==> config.mk <==
export PLATFORM = sky130hd
export DESIGN_NAME = tss_sqrt_pipe
export DESIGN_NICKNAME = d
export VERILOG_FILES = /design/src/sv/tss_sqrt_pipe.sv
export SDC_FILE = /design/constraint.sdc
export NUM_CORES = 2
export LEC_CHECK = 0
export BUFFER_PORTS_ARGS = -buffer_cell sky130_fd_sc_hd__clkbuf_2
export CORE_MARGIN = 5
export CORE_UTILIZATION = 70
export CTS_BUF_LIST = sky130_fd_sc_hd__clkbuf_4
export DETAILED_ROUTE_END_ITERATION = 8
export PLACE_DENSITY = 0.93
export SETUP_SLACK_MARGIN = 0.02
export SLEW_MARGIN = 20
export SYNTH_ARGS = -nofsm -noshare
export SYNTH_HDL_FRONTEND = slang
export SYNTH_SLANG_ARGS = --single-unit
==> constraint.sdc <==
create_clock -name clk_i -period 8.3 [get_ports clk_i]
set_clock_uncertainty 0.2 [all_clocks]
set_input_delay 2.075 -clock clk_i [delete_from_list [all_inputs] [get_ports clk_i]]
set_output_delay 2.075 -clock clk_i [all_outputs]
set_load 0.02 [all_outputs]
==> src/sv/tss_sqrt_pipe.sv <==
// ----------------------------------------------------------------------------
// tss_sqrt_pipe
// Digit-by-digit integer square root, one root bit per register stage.
// ----------------------------------------------------------------------------
module tss_sqrt_pipe #(
  parameter int SQ = 37,
  parameter int SW = 1
) (
  input  logic            clk_i,
  input  logic            rst_ni,
  input  logic            en_i,
  input  logic            valid_i,
  input  logic [2*SQ-1:0] rad_i,
  input  logic [SW-1:0]   side_i,
  output logic            valid_o,
  output logic [SQ-1:0]   root_o,
  output logic [SW-1:0]   side_o
);

  localparam int RW = 2 * SQ;

  logic [SQ:0]   vld_s;
  logic [RW-1:0] rad_s  [SQ+1];
  logic [SQ+1:0] rem_s  [SQ+1];
  logic [SQ-1:0] root_s [SQ+1];
  logic [SW-1:0] side_s [SQ+1];

  assign vld_s[0]  = valid_i;
  assign rad_s[0]  = rad_i;
  assign rem_s[0]  = '0;
  assign root_s[0] = '0;
  assign side_s[0] = side_i;

  for (genvar k = 0; k < SQ; k++) begin : g_stage
    logic [SQ+3:0] cur;
    logic [SQ+3:0] trial;
    logic          ge;
    logic [SQ+3:0] diff;

    assign cur   = {rem_s[k], rad_s[k][RW-1 -: 2]};
    assign trial = {2'b00, root_s[k], 2'b01};
    assign ge    = cur >= trial;
    assign diff  = cur - trial;

    always_ff @(posedge clk_i or negedge rst_ni) begin
      if (!rst_ni) begin
        vld_s[k+1] <= 1'b0;
      end else if (en_i) begin
        vld_s[k+1] <= vld_s[k];
      end
    end

    always_ff @(posedge clk_i) begin
      if (en_i) begin
        rem_s[k+1]  <= ge ? diff[SQ+1:0] : cur[SQ+1:0];
        root_s[k+1] <= {root_s[k][SQ-2:0], ge};
        rad_s[k+1]  <= {rad_s[k][RW-3:0], 2'b00};
        side_s[k+1] <= side_s[k];
      end
    end
  end

  assign valid_o = vld_s[SQ];
  assign root_o  = root_s[SQ];
  assign side_o  = side_s[SQ];

endmodule

==> metrics.md <==
| Metric | Value |
|---|---|
| Dominant cell by count in the synthesized netlist | sky130_fd_sc_hd__edfxtp_1 |
| Count of buffers from port buffering | 117 |
| Later-pin clock latency in the skew report | 1.50 ns |
| Wire length of the first global-routing pass | 542000 um |
| Count of distinct cell types in the synthesized netlist | 89 |
| Number of sinks handled by clock tree synthesis | 3453 |
| Number of buffer and inverter stages on the critical path | 1 |
| Worst setup slack for register-to-register paths | 2.98 ns |
| Number of antenna-violating nets in the routed design | 0 |
| Combined area of the multi-input logic cells | 0.0515 mm2 |
| Post-layout minimum cycle time | 5.32 ns |
| Synth async-reset ratio | 1.07% |
| Crit share post-route | 64.0% |
| Weighted congestion at the end of routability-driven global placement | 0.986 |
| Sequential-to-total area share from yosys stat | 65.0% |
| Pwr/cell area | 277 mW/mm2 |
| Via count of the first global-routing pass | 102258 |
| Top cell family by delay on the critical path | simple AND/OR/NAND/NOR gates |
| Critical Path Slowest Stage Cell | sky130_fd_sc_hd__nor4_1 |
| Setup repair after global routing missed its margin | no |
| Result of the run | finished, final reports clean |
| Number of standard-cell rows in the floorplan | 175 |
| Number of enable flip-flop cells after synthesis | 3416 |
| Clock transition at the register clock pins on the worst setup and hold paths after CTS | 0.07 ns |
| Via density | 6.13 |
| Final Max Tran Viols | 0 |
| Relative slew slack | 23.1% |
| Critical path fanouts, max | 22 |
| Worst hold-check path type | flip-flop to flip-flop |
| Die extent in x | 487 um |
| Final nets | 13845 |
| Number of hold buffers added after CTS | 0 |
| Startpoint class of the critical path | flip-flop |
| Signed area change from the synthesized netlist to the final layout | 9.27% |
| Setup_tns | 0 ns |
| Dominant cell type by area after synthesis | sky130_fd_sc_hd__edfxtp_1 |
| Synthesized Nets | 13066 |
| Cell types with the highest counts after synthesis | 3416 x sky130_fd_sc_hd__edfxtp_1, 945 x sky130_fd_sc_hd__nand2_1, 888 x sky130_fd_sc_hd__inv_1 |
| Post-DP Area | 0.164 mm2 |
| Setup violators final | 0 |
| Boundary Pins | 118 |
| Post-Layout Cell Count | 16648 |
| Yosys warnings | 0 |
| Antenna violations before repair | 5 |
| DRC violations left | 0 |
| Area contributors post-synth | sky130_fd_sc_hd__edfxtp_1 64%, sky130_fd_sc_hd__ha_1 5.8%, sky130_fd_sc_hd__xor2_1 3.2%, sky130_fd_sc_hd__xnor2_1 3.2%, sky130_fd_sc_hd__nand2_1 2.2% |
| Share of post-route cells with drive strength above 1 | 12.1% |
| Worst reg2reg endpoint | g_stage[11].cur[40]$_DFFE_PP_ |
| Fillers | 13250 |
| CTS resizes | 0 |
| Achievable clock frequency | 0.188 GHz |
| CP Capture Point | g_stage[11].cur[40]$_DFFE_PP_ |
| Total congestion overflow | 0 |
| TritonCTS Buffers | 830 |
| Number of design-rule violations left by the first detailed-router iteration | 10716 |
| Cell at the root of the clock tree | sky130_fd_sc_hd__clkbuf_4 |
| Synthesized instance count | 12245 |
| Overall via count from detail_route | 102003 |
| Effective utilization at floorplan | 70.2% |
| Floorplan Core Area | 0.227 mm2 |
| Max clock buf depth | 4 |
| Synthesized flop and latch total | 3453 |
| Total number of cells along the worst setup path | 12 |
| Class of the most critical setup path | flip-flop to flip-flop |
| Sequential cell area in the final layout | 0.104 mm2 |
| Routed wire length | 344000 um |
| Crit path required time | 9.29 ns |
| Pin count of the biggest net entering global routing | 198 |
| DIE AREA | 0.237 mm2 |
| Final hold viol count | 0 |
| CTS tree | yes |
| Post-detailed-route wirelength per cell | 20.7 um |
| Worst setup path startpoint | g_stage[10].cur[12]$_DFFE_PP_ |
| Router iterations before antenna repair | 9 |
| Reg-to-reg startpoint | g_stage[10].cur[12]$_DFFE_PP_ |
| Capturing element type of the critical path | flip-flop |
| Main flop type after synthesis | sky130_fd_sc_hd__edfxtp_1 |
| Die height | 487 um |
| Data arrival time of the critical path | 6.31 ns |
| Standby leakage power | 67.7 nW |
| Slew @ Worst Pin | 1.15 ns |
| Count of cells along the worst register-to-register path | 12 |
| Global Route Usage Sum | 28.8% |
| Post-CTS setup repair buffer count | 0 |
| Total of max-cap violations | 0 |
| CP cell instances | or4_1 > nor4_1 > or3b_1 > or4_1 > nor4_1 > o2111ai_1 > buf_4 > nand2b_1 > a21oi_1 > nand2_1 > nor3_1 > xor2_1 |
| Slowest cell delay on critical path | 0.90 ns |
| Maximum vdd drop | 0.224 mV |
| Final instance area | 0.174 mm2 |
| CTS H-tree lvls | 6 |
| Detailed placer's ending HPWL | 239000 um |
| Mean instance size in the synthesized netlist | 13.0 um2 |
| Synthesized area | 0.159 mm2 |
| Cell Count Post-Placement | 15201 |
| Area share of the largest cell type after synthesis | 64.4% |
==> registers in the layout, indices dropped and copies added, names as in the netlist <==
signal         count
g_stage.cur     1416
side_s            36
rad_s           1260
side_o             1
root_o            37
vld_s             36
valid_o            1
g_stage.trial    666
==> placed cells by master (no fill, tap or decap), types with 35 or more instances in the layout <==
cell type                  instances
sky130_fd_sc_hd__a211oi_1         64
sky130_fd_sc_hd__a21o_1          373
sky130_fd_sc_hd__a21oi_1         705
sky130_fd_sc_hd__a31oi_1          72
sky130_fd_sc_hd__and2_1           42
sky130_fd_sc_hd__and3_1           64
sky130_fd_sc_hd__buf_4            65
sky130_fd_sc_hd__clkbuf_2        116
sky130_fd_sc_hd__clkbuf_4       1188
sky130_fd_sc_hd__clkinv_1        168
sky130_fd_sc_hd__clkinv_2         39
sky130_fd_sc_hd__dfrtp_1          37
sky130_fd_sc_hd__edfxtp_1       3416
sky130_fd_sc_hd__ha_1            742
sky130_fd_sc_hd__inv_1           888
sky130_fd_sc_hd__mux2_2           85
sky130_fd_sc_hd__nand2_1         943
sky130_fd_sc_hd__nand2b_1        165
sky130_fd_sc_hd__nand3_1         189
sky130_fd_sc_hd__nand3b_1         35
sky130_fd_sc_hd__nand4_1         106
sky130_fd_sc_hd__nor2_1          686
sky130_fd_sc_hd__nor2b_1         104
sky130_fd_sc_hd__nor3_1          314
sky130_fd_sc_hd__nor4_1          132
sky130_fd_sc_hd__o21a_1          107
sky130_fd_sc_hd__o21ai_0         657
sky130_fd_sc_hd__o21ai_1          55
sky130_fd_sc_hd__o21bai_1         71
sky130_fd_sc_hd__o31ai_1          69
sky130_fd_sc_hd__or2_2            42
sky130_fd_sc_hd__or3_1           133
sky130_fd_sc_hd__or4_1            83
sky130_fd_sc_hd__xnor2_1         576
sky130_fd_sc_hd__xor2_1          579
==> metal layers <==
metal,GRT usage [%],wire [um]
met1,35.5,129000
met2,48.9,172000
met3,5.33,25500
met4,14.8,17700
met5,0,36
==> worst register-to-register path: stages (launching register included) <==
cell and delay (ns):
sky130_fd_sc_hd__edfxtp_1 0.50, sky130_fd_sc_hd__or4_1 0.57, sky130_fd_sc_hd__nor4_1 0.46, sky130_fd_sc_hd__or3b_1 0.46, sky130_fd_sc_hd__or4_1 0.52, sky130_fd_sc_hd__nor4_1 0.91, sky130_fd_sc_hd__o2111ai_1 0.26, sky130_fd_sc_hd__buf_4 0.30
sky130_fd_sc_hd__nand2b_1 0.28, sky130_fd_sc_hd__a21oi_1 0.21, sky130_fd_sc_hd__nand2_1 0.18, sky130_fd_sc_hd__nor3_1 0.07, sky130_fd_sc_hd__xor2_1 0.14
==> power by group <==
part	leakage (nW)	switching (W)	internal (W)	total (W)
logic	28.1	0.00645	0.00443	0.0109
clock network	6.17	0.00660	0.00696	0.0136
registers	33.4	0.00164	0.0222	0.0238
==> cell type report <==
type / instances / area share (%)
timing repair buffer: 199 / 0.821
antenna: 8 / 0.0115
inverter: 898 / 1.94
tap: 3009 / 2.16
sequential: 3453 / 59.5
clock inverter: 251 / 0.823
clock buffer: 1188 / 5.13
multi-input combinational: 7642 / 29.6
==> worst min-delay path by stage <==
stage	start	end	slack, ns	cells after the start
6_report	rad_s[2426]$_DFFE_PP_	rad_s[2354]$_DFFE_PP_	0.17	0
5_1_grt	rad_s[506]$_DFFE_PP_	rad_s[434]$_DFFE_PP_	0.17	0
4_1_cts	rad_s[2426]$_DFFE_PP_	rad_s[2354]$_DFFE_PP_	0.16	0
3_5_place_dp	rad_s[1772]$_DFFE_PP_	g_stage[15].cur[0]$_DFFE_PP_	0.20	0
3_3_place_gp	rad_s[2364]$_DFFE_PP_	g_stage[7].cur[0]$_DFFE_PP_	0.20	0
2_1_floorplan	rad_s[2142]$_DFFE_PP_	g_stage[10].cur[0]$_DFFE_PP_	0.20	0
==> logic make-up after synthesis <==
logic type               after synthesis  share of synthesized area, %
AO/OA/AOI/OAI                       2452                          9.46
XOR/XNOR                            1155                          6.35
adder cells (fa/ha/maj)              742                          5.83
buffers and inverters               1150                          2.72
flip-flops                          3453                          65.0
multiplexers                         122                         0.853
other                                  1                       0.00236
AND/OR/NAND/NOR                     3170                          9.76
==> per-stage QoR <==
| step | power [W] | util [%] | hold WS, ns | worst slack, ns |
|---|---|---|---|---|
| 2_1_floorplan | 0.0313 | - | 0.200 | 4.15 |
| 3_3_place_gp | 0.0342 | 72.1 | 0.200 | 3.24 |
| 3_5_place_dp | 0.0347 | 72.1 | 0.205 | 3.22 |
| 4_1_cts | 0.0484 | 76.7 | 0.159 | 3.22 |
| 5_1_grt | 0.0509 | 76.7 | 0.166 | 2.95 |
| 6_report | 0.0483 | 76.7 | 0.166 | 2.98 |
No activity file was read; power rests on OpenSTA's default activity.
