File: src/sv/tss_pkg.sv
// ----------------------------------------------------------------------------
// tss_pkg
// Shared constants, register map and types for the sky separation core.
// ----------------------------------------------------------------------------
package tss_pkg;

  localparam int FRAC_BITS = 32;
  localparam int DATA_W    = 64;
  localparam int PER_W     = 63;
  localparam int RR_W      = 32;
  localparam int IP_W      = 36;
  localparam int ADDR_W    = 6;

  // 2*pi in Q60, truncated
  localparam logic [63:0] TWO_PI_Q60 = 64'h6487ED5110B4611A;
  localparam int ANG_SHIFT = 60 - FRAC_BITS;
  localparam int ANG_NW    = 128 - ANG_SHIFT;

  // radicand is below 2^74, so the root fits in 37 bits
  localparam int SQ_BITS = 37;
  localparam int RAD_W   = 2 * SQ_BITS;

  localparam logic [63:0] FAR_VALUE = 64'd100 << FRAC_BITS;

  // register indexes (byte address / 8)
  localparam logic [2:0] REG_EPOCH  = 3'd0;
  localparam logic [2:0] REG_PERIOD = 3'd1;
  localparam logic [2:0] REG_RR     = 3'd2;
  localparam logic [2:0] REG_IP     = 3'd3;
  localparam logic [2:0] REG_DUR    = 3'd4;
  localparam logic [2:0] REG_MODE   = 3'd5;

  typedef struct packed {
    logic [DATA_W-1:0] epoch;
    logic [PER_W-1:0]  period;
    logic [RR_W-1:0]   radius_ratio;
    logic [IP_W-1:0]   impact_param;
    logic [PER_W-1:0]  duration;
    logic              angle_mode;
  } cfg_t;

endpackage

File: src/sv/tss_cfg.sv
// ----------------------------------------------------------------------------
// tss_cfg
// APB register file holding the orbit settings.
// ----------------------------------------------------------------------------
module tss_cfg (
  input  logic                      clk_i,
  input  logic                      rst_ni,
  input  logic                      psel,
  input  logic                      penable,
  input  logic                      pwrite,
  input  logic [tss_pkg::ADDR_W-1:0] paddr,
  input  logic [63:0]               pwdata,
  output logic [63:0]               prdata,
  output logic                      pready,
  output tss_pkg::cfg_t             cfg_o
);

  tss_pkg::cfg_t cfg_q;
  logic [2:0]    idx;
  logic          wr;

  assign pready = 1'b1;
  assign idx    = paddr[5:3];
  assign wr     = psel & penable & pwrite;
  assign cfg_o  = cfg_q;

  always_ff @(posedge clk_i or negedge rst_ni) begin
    if (!rst_ni) begin
      cfg_q.epoch        <= '0;
      cfg_q.period       <= tss_pkg::PER_W'(64'd1 << tss_pkg::FRAC_BITS);
      cfg_q.radius_ratio <= 32'd429496730;
      cfg_q.impact_param <= '0;
      cfg_q.duration     <= tss_pkg::PER_W'(64'd429496730);
      cfg_q.angle_mode   <= 1'b0;
    end else if (wr) begin
      case (idx)
        tss_pkg::REG_EPOCH:  cfg_q.epoch        <= pwdata;
        tss_pkg::REG_PERIOD: cfg_q.period       <= pwdata[62:0];
        tss_pkg::REG_RR:     cfg_q.radius_ratio <= pwdata[31:0];
        tss_pkg::REG_IP:     cfg_q.impact_param <= pwdata[35:0];
        tss_pkg::REG_DUR:    cfg_q.duration     <= pwdata[62:0];
        tss_pkg::REG_MODE:   cfg_q.angle_mode   <= pwdata[0];
        default: ;
      endcase
    end
  end

  always_comb begin
    case (idx)
      tss_pkg::REG_EPOCH:  prdata = cfg_q.epoch;
      tss_pkg::REG_PERIOD: prdata = {1'b0, cfg_q.period};
      tss_pkg::REG_RR:     prdata = {32'd0, cfg_q.radius_ratio};
      tss_pkg::REG_IP:     prdata = {28'd0, cfg_q.impact_param};
      tss_pkg::REG_DUR:    prdata = {1'b0, cfg_q.duration};
      tss_pkg::REG_MODE:   prdata = {63'd0, cfg_q.angle_mode};
      default:             prdata = '0;
    endcase
  end

endmodule

File: config.mk
export PLATFORM = sky130hd
export DESIGN_NAME = tss_cfg
export DESIGN_NICKNAME = d
export VERILOG_FILES = /design/src/sv/tss_pkg.sv /design/src/sv/tss_cfg.sv
export SDC_FILE = /design/constraint.sdc
export NUM_CORES = 1
export LEC_CHECK = 0
export ABC_CLOCK_PERIOD_IN_PS = 2200
export BUFFER_PORTS_ARGS = -buffer_cell sky130_fd_sc_hd__buf_2
export CAP_MARGIN = 20
export CORE_ASPECT_RATIO = 1.75
export CORE_UTILIZATION = 51
export DETAILED_ROUTE_END_ITERATION = 8
export PLACE_DENSITY = 0.8
export SKIP_CTS_REPAIR_TIMING = 1
export SYNTH_ARGS = -nofsm -noshare
export SYNTH_HDL_FRONTEND = slang
export SYNTH_SLANG_ARGS = --single-unit
File: constraint.sdc
create_clock -name clk_i -period 2.2 [get_ports clk_i]
set_clock_uncertainty 0.2 [all_clocks]
set_input_delay 0.33 -clock clk_i [delete_from_list [all_inputs] [get_ports clk_i]]
set_output_delay 0.33 -clock clk_i [all_outputs]
set_load 0.05 [all_outputs]
==> impl_metrics.toml, run 1 <==
[timing]
max-slew-margin-rel = 0.6542
period_share = 0.9988
worst_slew_pin_slew_ps = 518.8
rsz0062_at_grt = "yes"
timing.final.setup_violations = 0
timing.final.max_slew_violations = 0
layout_min_cycle_time_ps = 2197
final_hold_viol_count = 0
max_freq_mhz = 455.1
final.setup.worst_slack_ps = 2.622
fin_tns_setup_ps = 0

[power_and_ir_drop]
power_leakage_nw = 8.457
powerDensity_nw_per_um2 = 1065
peakVddDrop_uv = 835.1

[critical_path]
crit_end = "prdata[37]"
crit_path_cell_trace = "mux2i_1 -> or2_2 -> a21oi_4 -> clkbuf_4"
path_depth = 4
critPathKind = "reg2out"
worstSetupEndpointType = "primary output"
reg2regPathDepth = 2
setup.worst_path.start_class = "flop"
origin_of_the_critical_flop_to_flop_path = "cfg_o[252]"
rr_endpoint = "cfg_o[252]"
timing.critical_path.slowest_stage_cell = "sky130_fd_sc_hd__dfrtp_1"
cp-startpoint = "cfg_o[232]"
crit_required_ps = 1670
cpLargestDelayFamily = "flip-flops"
ff2ff_setup_slack_ps = 1110
worst_ep_arrival_ps = 1670
maximum_cell_stage_delay_along_the_critical_path_ps = 370
critical_path.max_fanout = 3
timing.critical_path.buf_inv = 1

[outcome]
outcome = "completed"

[clock_tree]
clkSinkCount = 259
worst_skew_pair.late_latency_ps = 500
number_of_buffers_inserted_during_clock_tree_synthesis = 24
clock-root-buffer = "sky130_fd_sc_hd__clkbuf_16"
cts_buffer_depth = 3
cts_tree = "yes"
worst_setup_hold_path_clk_slew_ps = 70
cts_max_level = 1

[routing]
postRouteAntennaNets = 0
wl_per_cell_um = 22.11
route.vias.total = 9590
routed_wl_um = 37380
detailedRoute.firstPassIterationCount = 4
drt_iter0_drc = 475
routed_via_density = 5.671
remaining_drc_errors = 0

[grt]
grt_max_degree = 56
first_pass_grt_wire_length_um = 53200
grt_pass1_vias = 9621
grt_usage = 0.2766
grt_overflow_total = 0
antenna_found_initial = 2

[floorplan]
core_area_um2 = 23430
floorplan.initialDensity = 0.5225
die_w_um = 119.1
site_row_count = 74
fp.dieH_um = 206.9
io_pins = 399
design.die.area_um2 = 24650

[place]
buffer_ports.inserted = 394
place.detailed.hpwl_um = 25100
dpl_worst_slack_ps = 30.39
finalWeightedCongestion = 0.8272
placedCellCount = 1565

[finish]
nets = 1442
layout.cells.most_common_list = "sky130_fd_sc_hd__buf_2 (342), sky130_fd_sc_hd__dfrtp_1 (228), sky130_fd_sc_hd__mux2_2 (206), sky130_fd_sc_hd__mux2i_1 (79), sky130_fd_sc_hd__dlygate4sd3_1 (65)"
synthToLayoutAreaGrowth_pct = 39.97
fillCellCount = 1481
largest_register_ff_count = 259
fraction_of_final_layout_cells_sized_beyond_drive_strength_1 = 0.6274
layout_commonest_cell = "sky130_fd_sc_hd__buf_2"
layoutNonFillerInstCount = 1691

[run]
maxCapViolations = 0

[synth]
synth_seq_cells = 259
avgSynthCellArea_um2 = 13.77
ys.warnings.count = 0
ys_top_cells_by_area = "sky130_fd_sc_hd__dfrtp_1 (47%), sky130_fd_sc_hd__mux2_2 (19%), sky130_fd_sc_hd__mux2_4 (7.4%)"
cells_after_synth = 889
synth_async_sr_flop_share = 1.000
yosysSeqAreaShare = 0.5327
yosysTopAreaCell = "sky130_fd_sc_hd__dfrtp_1"
syn-cell-area_um2 = 12240
synth.net_count = 964
synth.top_cell.area_share = 0.4661
netlist-cell-type-count = 34
synth_edf_count = 0
synth_flop_cell = "sky130_fd_sc_hd__dfrtp_1"

[worst_hold_path]
min_path_type = "in2async"
==> stage by stage <==
step / total power (W) / utilization / area (um2) / hold slack [ps]
6_report: 0.01824 / 0.7314 / 17130 / 102.0
5_1_grt: 0.01887 / 0.7314 / 17130 / 130.3
4_1_cts: 0.01802 / 0.6864 / 16080 / -466.7
3_5_place_dp: 0.01393 / 0.6539 / 15320 / 81.31
3_3_place_gp: 0.01379 / 0.6539 / 15320 / 83.12
2_1_floorplan: 0.01199 / - / 12650 / -165.6
==> kinds of logic (layout without fill, tap and decap cells) <==
| logic type | Yosys count | count (layout) | share of synthesized area |
|---|---|---|---|
| buf+inv | 68 | 564 | 0.03159 |
| other cells | 1 | 3 | 0.0003064 |
| simple gates | 86 | 86 | 0.03843 |
| flops | 259 | 259 | 0.5327 |
| compound gates | 130 | 130 | 0.06930 |
| mux | 345 | 345 | 0.3277 |
==> cells in the mapped netlist (all sizes together) (2+ instances only) <==
library cell and instances:
nor3b 9, mux2 266, o221ai 2, mux2i 79, dfstp 31, clkbuf 24
nand2 34, o22ai 7, a2bb2oi 4, o21a 23, or2 29, o21ai 27
a21oi 35, nor2 4, dfrtp 228, buf 44, a22oi 9, nor2b 5
o2bb2ai 22
==> worst min-delay path by stage <==
stage            endpoint   start
3_3_place_gp   cfg_o[152]  rst_ni
3_5_place_dp   cfg_o[154]  rst_ni
2_1_floorplan    cfg_o[0]  rst_ni
6_report       cfg_o[158]  rst_ni
5_1_grt        cfg_o[154]  rst_ni
4_1_cts        cfg_o[158]  rst_ni
==> where the power goes <==
group | internal, W | total, W | switching (W) | leakage, nW
combinational | 0.00225 | 0.00760 | 0.00535 | 4.85
sequential | 0.00578 | 0.00656 | 0.000781 | 3.24
clock | 0.00232 | 0.00408 | 0.00177 | 0.371
total | 0.0104 | 0.0182 | 0.00789 | 8.46
==> cell type report <==
class / instances / area (um2) / area share
timing repair buffer: 520 / 3651 / 0.2131
clock buffer: 38 / 704.4 / 0.04112
antenna: 2 / 5.005 / 0.0002921
multi-input combinational: 562 / 5814 / 0.3394
sequential: 259 / 6520 / 0.3806
tap: 304 / 380.4 / 0.02220
clock inverter: 6 / 57.56 / 0.003359
==> routing by layer <==
metal  global-route usage  vias up  routed length (um)
met5                    0        -                   0
met4               0.1361        0                1773
met3              0.04093      108                1942
met2               0.5004      419               20030
met1               0.3183     4891               13630
li1                     -     4172                   -
No activity file was read; power rests on OpenSTA's default activity.
==> run 2, diff against run 1 <==
RECOVER_POWER = 25   (was default)
==> run 2 against run 1 <==
Net effect: hold slack better by 120 ps; highest routed layer unchanged; design area down 0.12%; maximum frequency barely moved; sequential power about the same; critical endpoint unchanged; critical path depth unchanged; worst setup slack lost 0.90 ps; via count is 0.23% lower; die area unchanged; total power about the same; global-route usage stayed put.
==> impl_metrics.toml, run 2 (synthesis gave the netlist of run 1 again) <==
[critical_path]
critical_path.max_fanout = 3
crit_path_cell_trace = "mux2i_1 -> or2_2 -> a21oi_4 -> clkbuf_4"
timing.critical_path.slowest_stage_cell = "sky130_fd_sc_hd__dfrtp_1"
crit_required_ps = 1670
critPathKind = "reg2out"
worstSetupEndpointType = "primary output"
setup.worst_path.start_class = "flop"
worst_ep_arrival_ps = 1670
maximum_cell_stage_delay_along_the_critical_path_ps = 370

[routing]
routed_wl_um = 37340
route.vias.total = 9568
routed_via_density = 5.658
wl_per_cell_um = 22.08
remaining_drc_errors = 0
detailedRoute.firstPassIterationCount = 4
postRouteAntennaNets = 0
drt_iter0_drc = 486

[place]
finalWeightedCongestion = 0.8272
place.detailed.hpwl_um = 25100
placed_area_um2 = 15320
buffer_ports.inserted = 394

[clock_tree]
cts_buffer_depth = 3
cts_max_level = 1
worst_setup_hold_path_clk_slew_ps = 60
number_of_buffers_inserted_during_clock_tree_synthesis = 24
clkSinkCount = 259
cts_tree = "yes"
clock-root-buffer = "sky130_fd_sc_hd__clkbuf_16"
worst_skew_pair.late_latency_ps = 500

[floorplan]
floorplan.initialDensity = 0.5225
io_pins = 399
core_area_um2 = 23430
design.die.area_um2 = 24650
fp.dieH_um = 206.9
site_row_count = 74
die_w_um = 119.1

[finish]
fillCellCount = 1482
final_cell_area_um2 = 17110
layout.cells.most_common_list = "sky130_fd_sc_hd__buf_2 (342), sky130_fd_sc_hd__dfrtp_1 (228), sky130_fd_sc_hd__mux2_2 (206), sky130_fd_sc_hd__mux2i_1 (79), sky130_fd_sc_hd__dlygate4sd3_1 (65)"
largest_register_ff_count = 259
fraction_of_final_layout_cells_sized_beyond_drive_strength_1 = 0.6274
synthToLayoutAreaGrowth_pct = 39.80
nets = 1442
layout_commonest_cell = "sky130_fd_sc_hd__buf_2"

[grt]
grt_pass1_vias = 9621
antenna_found_initial = 2
grt_overflow_total = 0
grt_max_degree = 56
first_pass_grt_wire_length_um = 53200
grt_usage = 0.2766

[timing]
layout_min_cycle_time_ps = 2198
max-slew-margin-rel = 0.04450
whs_ps = 218.5
timing.final.max_slew_violations = 0
timing.final.setup_violations = 0
max_freq_mhz = 454.9
rsz0062_at_grt = "yes"
worst_slew_pin_slew_ps = 1433
period_share = 0.9992
final_hold_viol_count = 0

[run]
maxCapViolations = 0

[power_and_ir_drop]
power_leakage_nw = 8.450
peakVddDrop_uv = 834.1
totalPowerFinal_w = 0.01824
powerDensity_nw_per_um2 = 1066

[worst_hold_path]
min_path_type = "in2reg"

[outcome]
outcome = "completed"
run 2: through the flow:
step	setup slack, ps	utilization	std cells	setup TNS (ps)
2_1_floorplan	-91.89	-	889	-91.89
3_3_place_gp	53.29	0.6539	1565	0
3_5_place_dp	30.39	0.6539	1565	0
4_1_cts	-109.5	0.6864	1609	-1092
5_1_grt	-31.23	0.7305	1691	-274.6
6_report	1.723	0.7305	1691	0
run 2: final timing paths:
kind                       startpoint    endpoint  slack, ps  depth (start not counted)
hold / removal                 pwrite    cfg_o[0]        220                          4
setup reg to reg           cfg_o[252]  cfg_o[252]       1110                          2
setup / recovery            cfg_o[38]  prdata[37]          2                          4
min in group asynchronous      rst_ni  cfg_o[158]        470                          2
max in group asynchronous      rst_ni    cfg_o[4]        230                          3
hold reg to reg            cfg_o[152]  cfg_o[152]        330                          1
run 2: layout make-up:
cell class / instances / area [um2] / area share
well taps: 304 / 380.4 / 0.02223
repair buffers: 520 / 3631 / 0.2122
diodes: 2 / 5.005 / 0.0002925
flip-flops and latches: 259 / 6520 / 0.3810
clock buffers: 38 / 704.4 / 0.04116
multi-input cells: 562 / 5814 / 0.3398
clock inverters: 6 / 57.56 / 0.003363
run 2: layer usage:
| layer | track usage | share of wire | vias to the layer above |
|---|---|---|---|
| met5 | 0 | 0 | - |
| met4 | 0.1361 | 0.047 | 0 |
| met3 | 0.04093 | 0.051 | 110 |
| met2 | 0.5004 | 0.54 | 395 |
| met1 | 0.3183 | 0.36 | 4901 |
| li1 | - | - | 4162 |
run 2: report_power, final:
part | internal [W] | switching (W)
sequential | 0.00578 | 0.000781
clock | 0.00232 | 0.00176
combinational | 0.00225 | 0.00535
total | 0.0103 | 0.00789
run 2: worst max-delay path, delay by kind of cell (launching register included):
family,cells,cell delay (ps)
AOI/OAI and AO/OA,1,130
buffers and inverters,1,250
DFF,1,370
muxes,1,80
and+or+nand+nor,1,310
==> run 3, diff against run 2 <==
ABC_CLOCK_PERIOD_IN_PS = 2120   (was 2200)
clock period = 2.12 ns   (was 2.2 ns; I/O delays follow)
==> run 3 against run 2 <==
Net effect: the flow now finishes with violations (setup timing); worst setup slack worse by 65 ps; hold slack improved by 14 ps; largest power group unchanged; sequential cell count is the same.
==> impl_metrics.toml, run 3 (synthesis gave the netlist of run 1 again) <==
[routing]
routed_wl_um = 41140
detailedRoute.firstPassIterationCount = 7
remaining_drc_errors = 0
postRouteAntennaNets = 0
route.vias.total = 10090
routed_via_density = 5.797
wl_per_cell_um = 23.64
drt_iter0_drc = 502

[grt]
antenna_found_initial = 0
first_pass_grt_wire_length_um = 55230
grt_pass1_vias = 9948
grt_overflow_total = 0
grt_max_degree = 69
grt_usage = 0.2877

[timing]
worst_slew_pin_slew_ps = 1132
max_freq_mhz = 458.0
final_hold_viol_count = 0
timing.final.setup_violations = 21
max-slew-margin-rel = 0.2453
timing.final.max_slew_violations = 0
rsz0062_at_grt = "yes"
whs_ps = 232.1
final.setup.worst_slack_ps = -63.42
period_share = 1.030
layout_min_cycle_time_ps = 2183

[critical_path]
critPathKind = "reg2out"
reg2regPathDepth = 3
timing.critical_path.slowest_stage_cell = "sky130_fd_sc_hd__dfstp_2"
cpLargestDelayFamily = "flip-flops"
origin_of_the_critical_flop_to_flop_path = "cfg_o[217]"
crit_required_ps = 1600
worst_ep_arrival_ps = 1670
worstSetupEndpointType = "primary output"
path_depth = 4
setup.worst_path.start_class = "flop"
crit_path_cell_trace = "mux2i_1 -> o2bb2ai_1 -> o21a_1 -> buf_6"
cp-startpoint = "cfg_o[29]"
crit_end = "prdata[28]"
timing.critical_path.buf_inv = 1
ff2ff_setup_slack_ps = 870
rr_endpoint = "cfg_o[217]"
maximum_cell_stage_delay_along_the_critical_path_ps = 560
critical_path.max_fanout = 3

[place]
placed_area_um2 = 15360
place.detailed.hpwl_um = 25450
finalWeightedCongestion = 0.8844
buffer_ports.inserted = 394

[floorplan]
floorplan.initialDensity = 0.5225
io_pins = 399
site_row_count = 74
fp.dieH_um = 206.9
design.die.area_um2 = 24650
die_w_um = 119.1
core_area_um2 = 23430

[power_and_ir_drop]
totalPowerFinal_w = 0.01976
peakVddDrop_uv = 838.3
powerDensity_nw_per_um2 = 1112
power_leakage_nw = 8.795

[clock_tree]
worst_setup_hold_path_clk_slew_ps = 70
worst_skew_pair.late_latency_ps = 540
cts_buffer_depth = 3
number_of_buffers_inserted_during_clock_tree_synthesis = 25
clock-root-buffer = "sky130_fd_sc_hd__clkbuf_16"
cts_tree = "yes"
clkSinkCount = 259
cts_max_level = 1

[outcome]
violations = "setup timing"
outcome = "finished, violations left"

[finish]
nets = 1492
diodes = 0
fraction_of_final_layout_cells_sized_beyond_drive_strength_1 = 0.6546
synthToLayoutAreaGrowth_pct = 45.18
postLayoutCoreUtil = 0.7586
layout.cells.most_common_list = "sky130_fd_sc_hd__buf_2 (329), sky130_fd_sc_hd__dfrtp_1 (228), sky130_fd_sc_hd__mux2_2 (199), sky130_fd_sc_hd__buf_4 (90), sky130_fd_sc_hd__mux2i_1 (76)"
largest_register_ff_count = 259
layout_commonest_cell = "sky130_fd_sc_hd__buf_2"
final_cell_area_um2 = 17770
fillCellCount = 1346

[worst_hold_path]
min_path_type = "in2reg"

[run]
maxCapViolations = 0
==> run 3: changes by cell type in the layout (fill, tap and decap cells not counted), moves of 5 or more <==
cell                       before  now
sky130_fd_sc_hd__buf_4         49   90
sky130_fd_sc_hd__buf_6         22   54
sky130_fd_sc_hd__or2_2         27    0
sky130_fd_sc_hd__or2_4          1   28
sky130_fd_sc_hd__buf_2        342  329
sky130_fd_sc_hd__clkbuf_4      12    3
sky130_fd_sc_hd__mux2_2       206  199
sky130_fd_sc_hd__mux2_4        60   67
sky130_fd_sc_hd__clkbuf_1      10    4
sky130_fd_sc_hd__buf_12        24   19
sky130_fd_sc_hd__clkinv_2       4    9
==> run 3: per-stage QoR <==
stage                     setup WS [ps]  TNS (ps)  cells
after floorplan                  -147.9    -274.8    889
after global placement           -52.10    -540.7   1574
after detailed placement         -78.68     -1018   1574
after CTS                        -247.3     -6007   1620
after global routing             -132.5     -3464   1740
final                            -63.42    -432.7   1740
==> run 3: routing by layer <==
layer,GRT usage,wire length (um),share of wire,vias to the layer above
li1,-,-,-,4255
met5,0,0,0,-
met1,0.3228,14510,0.35,5167
met2,0.5253,21960,0.53,495
met4,0.1546,2340,0.057,0
met3,0.04066,2336,0.057,169
==> run 3: worst min-delay path, stage by stage <==
cell                       delay, ps
sky130_fd_sc_hd__buf_4           160
sky130_fd_sc_hd__nand2b_1        150
sky130_fd_sc_hd__nor2_1           90
sky130_fd_sc_hd__mux2_2          220
==> run 3: worst min-delay path by stage <==
stage,from,to,slack [ps],cells after the start
2_1_floorplan,rst_ni,cfg_o[0],-180,0
3_5_place_dp,rst_ni,cfg_o[227],30,1
4_1_cts,rst_ni,cfg_o[227],-540,1
6_report,paddr[3],cfg_o[0],230,4
3_3_place_gp,rst_ni,cfg_o[227],30,1
5_1_grt,paddr[3],cfg_o[0],230,4
==> run 3: where the power goes <==
part | internal (W) | total (W) | switching, W
Combinational | 0.00267 | 0.00843 | 0.00576
Sequential | 0.00600 | 0.00687 | 0.000865
Clock | 0.00250 | 0.00446 | 0.00197
Total | 0.0112 | 0.0198 | 0.00859
==> run 3: cell type report <==
class                      instances  area [um2]  share of cell area
multi-input combinational        562        6006              0.3380
sequential                       259        6520              0.3669
timing repair buffer             569        4059              0.2284
clock inverter                    15       137.6            0.007745
tap                              304       380.4             0.02140
clock buffer                      31       668.1             0.03760
